===== config.mk =====
export PLATFORM = sky130hd
export DESIGN_NAME = tmv_ctr
export DESIGN_NICKNAME = d
export VERILOG_FILES = /design/src/design/tmv_pkg.sv /design/src/design/tmv_ctr.sv
export SDC_FILE = /design/constraint.sdc
export NUM_CORES = 1
export LEC_CHECK = 0
export ABC_CLOCK_PERIOD_IN_PS = 2200
export BUFFER_PORTS_ARGS = -buffer_cell sky130_fd_sc_hd__buf_2
export CORE_MARGIN = 5
export CORE_UTILIZATION = 50
export CTS_CLUSTER_DIAMETER = 100
export DETAILED_ROUTE_END_ITERATION = 7
export PLACE_DENSITY = 0.7
export SLEW_MARGIN = 10
export SYNTH_ARGS = -nofsm -noshare
export SYNTH_HDL_FRONTEND = slang
export SYNTH_SLANG_ARGS = --single-unit

===== constraint.sdc =====
create_clock -name aclk -period 2.2 [get_ports aclk]
set_input_delay 0.22 -clock aclk [delete_from_list [all_inputs] [get_ports aclk]]
set_output_delay 0.22 -clock aclk [all_outputs]
set_load 0.005 [all_outputs]

===== src/design/tmv_pkg.sv =====
// ---------------------------------------------------------------------------
// Transposed matrix-vector MAC package
// Field widths, the reset length and the position flags passed from the sequencer.
// ---------------------------------------------------------------------------
package tmv_pkg;

    localparam int DATA_W = 32;
    localparam int VL_W   = 13;
    localparam int IDX_W  = 12;
    localparam int VL_RST = 4096;

    typedef struct packed {
        logic first_row;
        logic last_row;
        logic last_col;
    } pos_flags_t;

endpackage


===== src/design/tmv_ctr.sv =====
// ---------------------------------------------------------------------------
// Transposed matrix-vector MAC row/column sequencer
// Tracks the row and column of the next request and flags row boundaries.
// ---------------------------------------------------------------------------
module tmv_ctr #(
    parameter int MAX_N = 4096,
    parameter int CW    = (MAX_N > 1) ? $clog2(MAX_N) : 1
) (
    input  logic                      aclk,
    input  logic                      aresetn,
    input  logic                      cfg_we,
    input  logic [tmv_pkg::VL_W-1:0]  cfg_length,
    input  logic                      step,
    output logic [CW-1:0]             col,
    output tmv_pkg::pos_flags_t       flags
);
    import tmv_pkg::*;

    localparam int NRST = (VL_RST > MAX_N) ? MAX_N : VL_RST;

    logic [CW-1:0] nm1_reg, nm1_next;
    logic [CW-1:0] row_reg, row_next;
    logic [CW-1:0] col_reg, col_next;
    logic [31:0]   n_wide;

    always_comb begin
        n_wide = 32'(cfg_length);
        if (n_wide == 32'd0) begin
            n_wide = 32'd1;
        end
        if (n_wide > 32'(MAX_N)) begin
            n_wide = 32'(MAX_N);
        end
        nm1_next = CW'(n_wide - 32'd1);
    end

    assign col             = col_reg;
    assign flags.first_row = (row_reg == '0);
    assign flags.last_row  = (row_reg == nm1_reg);
    assign flags.last_col  = (col_reg == nm1_reg);

    always_comb begin
        col_next = col_reg;
        row_next = row_reg;
        if (step) begin
            if (flags.last_col) begin
                col_next = '0;
                row_next = flags.last_row ? '0 : row_reg + 1'b1;
            end else begin
                col_next = col_reg + 1'b1;
            end
        end
    end

    always_ff @(posedge aclk) begin
        if (!aresetn) begin
            nm1_reg <= CW'(NRST - 1);
            row_reg <= '0;
            col_reg <= '0;
        end else if (cfg_we) begin
            nm1_reg <= nm1_next;
            row_reg <= '0;
            col_reg <= '0;
        end else begin
            row_reg <= row_next;
            col_reg <= col_next;
        end
    end

endmodule


==> flow_metrics.py <==
metrics = {
    "outcome": {
        "outcome": "completed",
    },
    "pwr": {
        "ir_worst_vdd_v": 0.000320,
        "power_density_nw_per_um2": 559,
        "power.internal_mw": 1.06,
        "power_frac_seq_pct": 49.1,
        "p_leak_nw": 0.947,
        "p_switching_uw": 334,
        "p_total_mw": 1.39,
        "power_frac_clock_pct": 41.6,
        "pwr-share-comb_pct": 9.3,
        "swShare_pct": 24.0,
    },
    "critical_path": {
        "r2r-start": "col[2]",
        "cpLargestDelayFamily": "simple AND/OR/NAND/NOR gates",
        "end_kind": "flop",
        "critPathBufInv": 0,
        "critPathMaxStageDelay_ns": 0.52,
        "worstSetupStartpoint": "col[2]",
        "crit_arrival_ns": 2.20,
        "crit_type": "reg -> reg",
        "slowest_stage": "or4_4",
        "path_max_fanout": 6,
        "start_kind": "flop",
        "critPathRequiredTime_ns": 2.43,
        "path_cells": "xnor2_1 > nand4_1 > or3_4 > or4_4 > a21oi_2",
    },
    "grt": {
        "gr-max-usage-layer": "met2",
        "antenna_found_initial": 0,
        "met2_usage_pct": 32.0,
        "grt_pass1_vias": 1865,
        "grt_use_met3_pct": 4.49,
        "grt_pass1_wl_um": 8540,
        "met1_usage_pct": 25.2,
        "grt.overflow.total": 0,
        "grt.total_usage_pct": 19.6,
        "grt_max_degree": 16,
    },
    "placed_design": {
        "portBuffers": 31,
        "dp_cells": 339,
        "postPlaceCellArea_sq_um": 2380,
        "gp_congestion": 0.876,
        "place_ws_ns": 0.147,
        "dp.final_hpwl_um": 3880,
    },
    "synthesis": {
        "yosysTopAreaCell": "dfxtp_1",
        "synthCells": 261,
        "synth_seq_area_share_pct": 33.5,
        "yosysWarnings": 0,
        "synthesis.area_sq_um": 2150,
        "synthArstFlopShare_pct": 0,
        "synth_seq_cells": 36,
        "ys_types": 39,
        "yosys.area.top_type_share_pct": 33.5,
        "syn_area_per_cell_sq_um": 8.23,
        "synth_area_leaders": "dfxtp_1 34%, xnor2_1 11%, xor2_1 8.6%",
        "synth-edff-count": 0,
        "synth_fp_nets": 282,
        "synthFlopType": "dfxtp_1",
    },
    "die": {
        "ioPinCount": 32,
        "core-area_sq_um": 4090,
        "dieArea_sq_um": 5710,
        "placementRows": 23,
        "die_w_um": 75.6,
        "start_util_pct": 52.6,
        "die_h_um": 75.6,
    },
    "clock_network": {
        "h-tree-depth": 2,
        "clockRootBuffer": "clkbuf_8",
        "clockBufferDepth": 2,
        "clkTransAtPathRegs_ns": 0.07,
        "cts.sinks": 36,
        "cts_tree": "built",
        "hold_buffers": 0,
        "cts_made_buffers": 5,
        "post_cts_resized": 0,
        "post_cts_buffers": 0,
        "clock_latency_ns": 0.29,
    },
    "cells_and_area": {
        "final_common_cell": "dfxtp_1",
        "final_area_sq_um": 2490,
        "register_area_sq_um": 721,
        "utilization_pct": 61.0,
        "final_cells": 347,
        "nFillCells": 393,
        "final_cell_mix": "36 x dfxtp_1, 32 x nor2_1, 31 x buf_2",
        "drive_above_1_share_pct": 18.2,
        "finalNetCount": 317,
        "antenna_cells": 0,
        "multi_input_area_sq_um": 1340,
        "synthToLayoutAreaGrowth_pct": 16.0,
    },
    "route": {
        "wl_per_cell_um": 14.5,
        "wl_um": 5030,
        "first_iter_violations": 97,
        "avgViaCountPerCell": 5.50,
        "vias": 1909,
        "drt.antenna.violating_nets": 0,
        "drc_errors": 0,
        "dr.pass1.iters": 4,
    },
    "job": {
        "maxCapViolations": 0,
    },
    "sta": {
        "setup_tns_ns": 0,
        "hold_viol": 0,
        "fin_crit_sh_pct": 89.4,
        "slew_headroom_pct": 76.6,
        "max_freq_ghz": 0.508,
        "period_minus_slack_ns": 1.97,
        "clock_skew_ns": 0.00336,
        "drv_slew": 0,
        "setup_viol": 0,
        "rsz0062_at_grt": "false",
        "tightest_slew_ns": 0.346,
        "whs_ns": 0.186,
        "worst_slack_ns": 0.233,
    },
    "min_path": {
        "min-delay-start": "aresetn",
        "min_path_type": "in -> reg",
    },
}
[area by class of cell]
| type | instances | share of cell area [%] |
|---|---|---|
| multi-input cells | 205 | 53.9 |
| flip-flops and latches | 36 | 28.9 |
| repair buffers | 40 | 8.94 |
| clock buffers | 5 | 2.76 |
| well taps | 50 | 2.51 |
| clock inverters | 3 | 1.71 |
| inverters | 8 | 1.21 |
[worst paths after layout]
check | endpoint | slack, ns | cells past startpoint
min | nm1_reg[4] | 0.19 | 2
max | row_reg[11] | 0.23 | 5
min reg2reg | nm1_reg[3] | 0.54 | 2
max reg2reg | row_reg[11] | 0.23 | 5
[cells by family (layout without fill, tap and decap cells)]
kind of cell / Yosys count / after routing / synth area share (%)
multiplexers: 3 / 3 / 1.40
XOR/XNOR: 47 / 47 / 19.2
adder cells (fa/ha/maj): 4 / 4 / 2.33
AO/OA/AOI/OAI: 28 / 28 / 8.74
buffers and inverters: 20 / 56 / 3.90
flip-flops: 36 / 36 / 33.5
AND/OR/NAND/NOR: 123 / 123 / 30.9
[per-layer routing]
| layer | vias up | wire [um] | part of all wire [%] |
|---|---|---|---|
| met2 | 42 | 2350 | 47 |
| met3 | 7 | 214 | 4.3 |
| met1 | 867 | 2400 | 48 |
| met5 | - | 0 | 0 |
| li1 | 993 | - | - |
| met4 | 0 | 65 | 1.3 |
[power by group through the flow]
stage                     clock (mW)  sequential [mW]  combinational (mW)
after floorplan                    0            0.694              0.0842
after global placement             0            0.699               0.127
after detailed placement           0            0.699               0.129
after CTS                      0.587            0.684               0.130
after global routing           0.618            0.685               0.146
final                          0.579            0.684               0.130
[cell usage after synthesis, types with 2 or more instances]
library cell  instances
a21oi_1               7
and2_1                2
and3_1                4
and4_1                3
buf_2                 4
clkbuf_1              7
dfxtp_1              36
ha_1                  4
inv_1                 8
mux2i_1               3
nand2_1              18
nand3_1              10
nand4_1              12
nand4b_1              3
nor2_1               32
nor2b_1               2
nor3_1                8
nor3b_1               3
nor4_1               13
nor4b_1               3
o2111ai_1             2
o211ai_1              3
o21ai_0               9
or3_1                 4
or4_4                 2
xnor2_1              26
xor2_1               21
(Power assumes the default switching activity.)
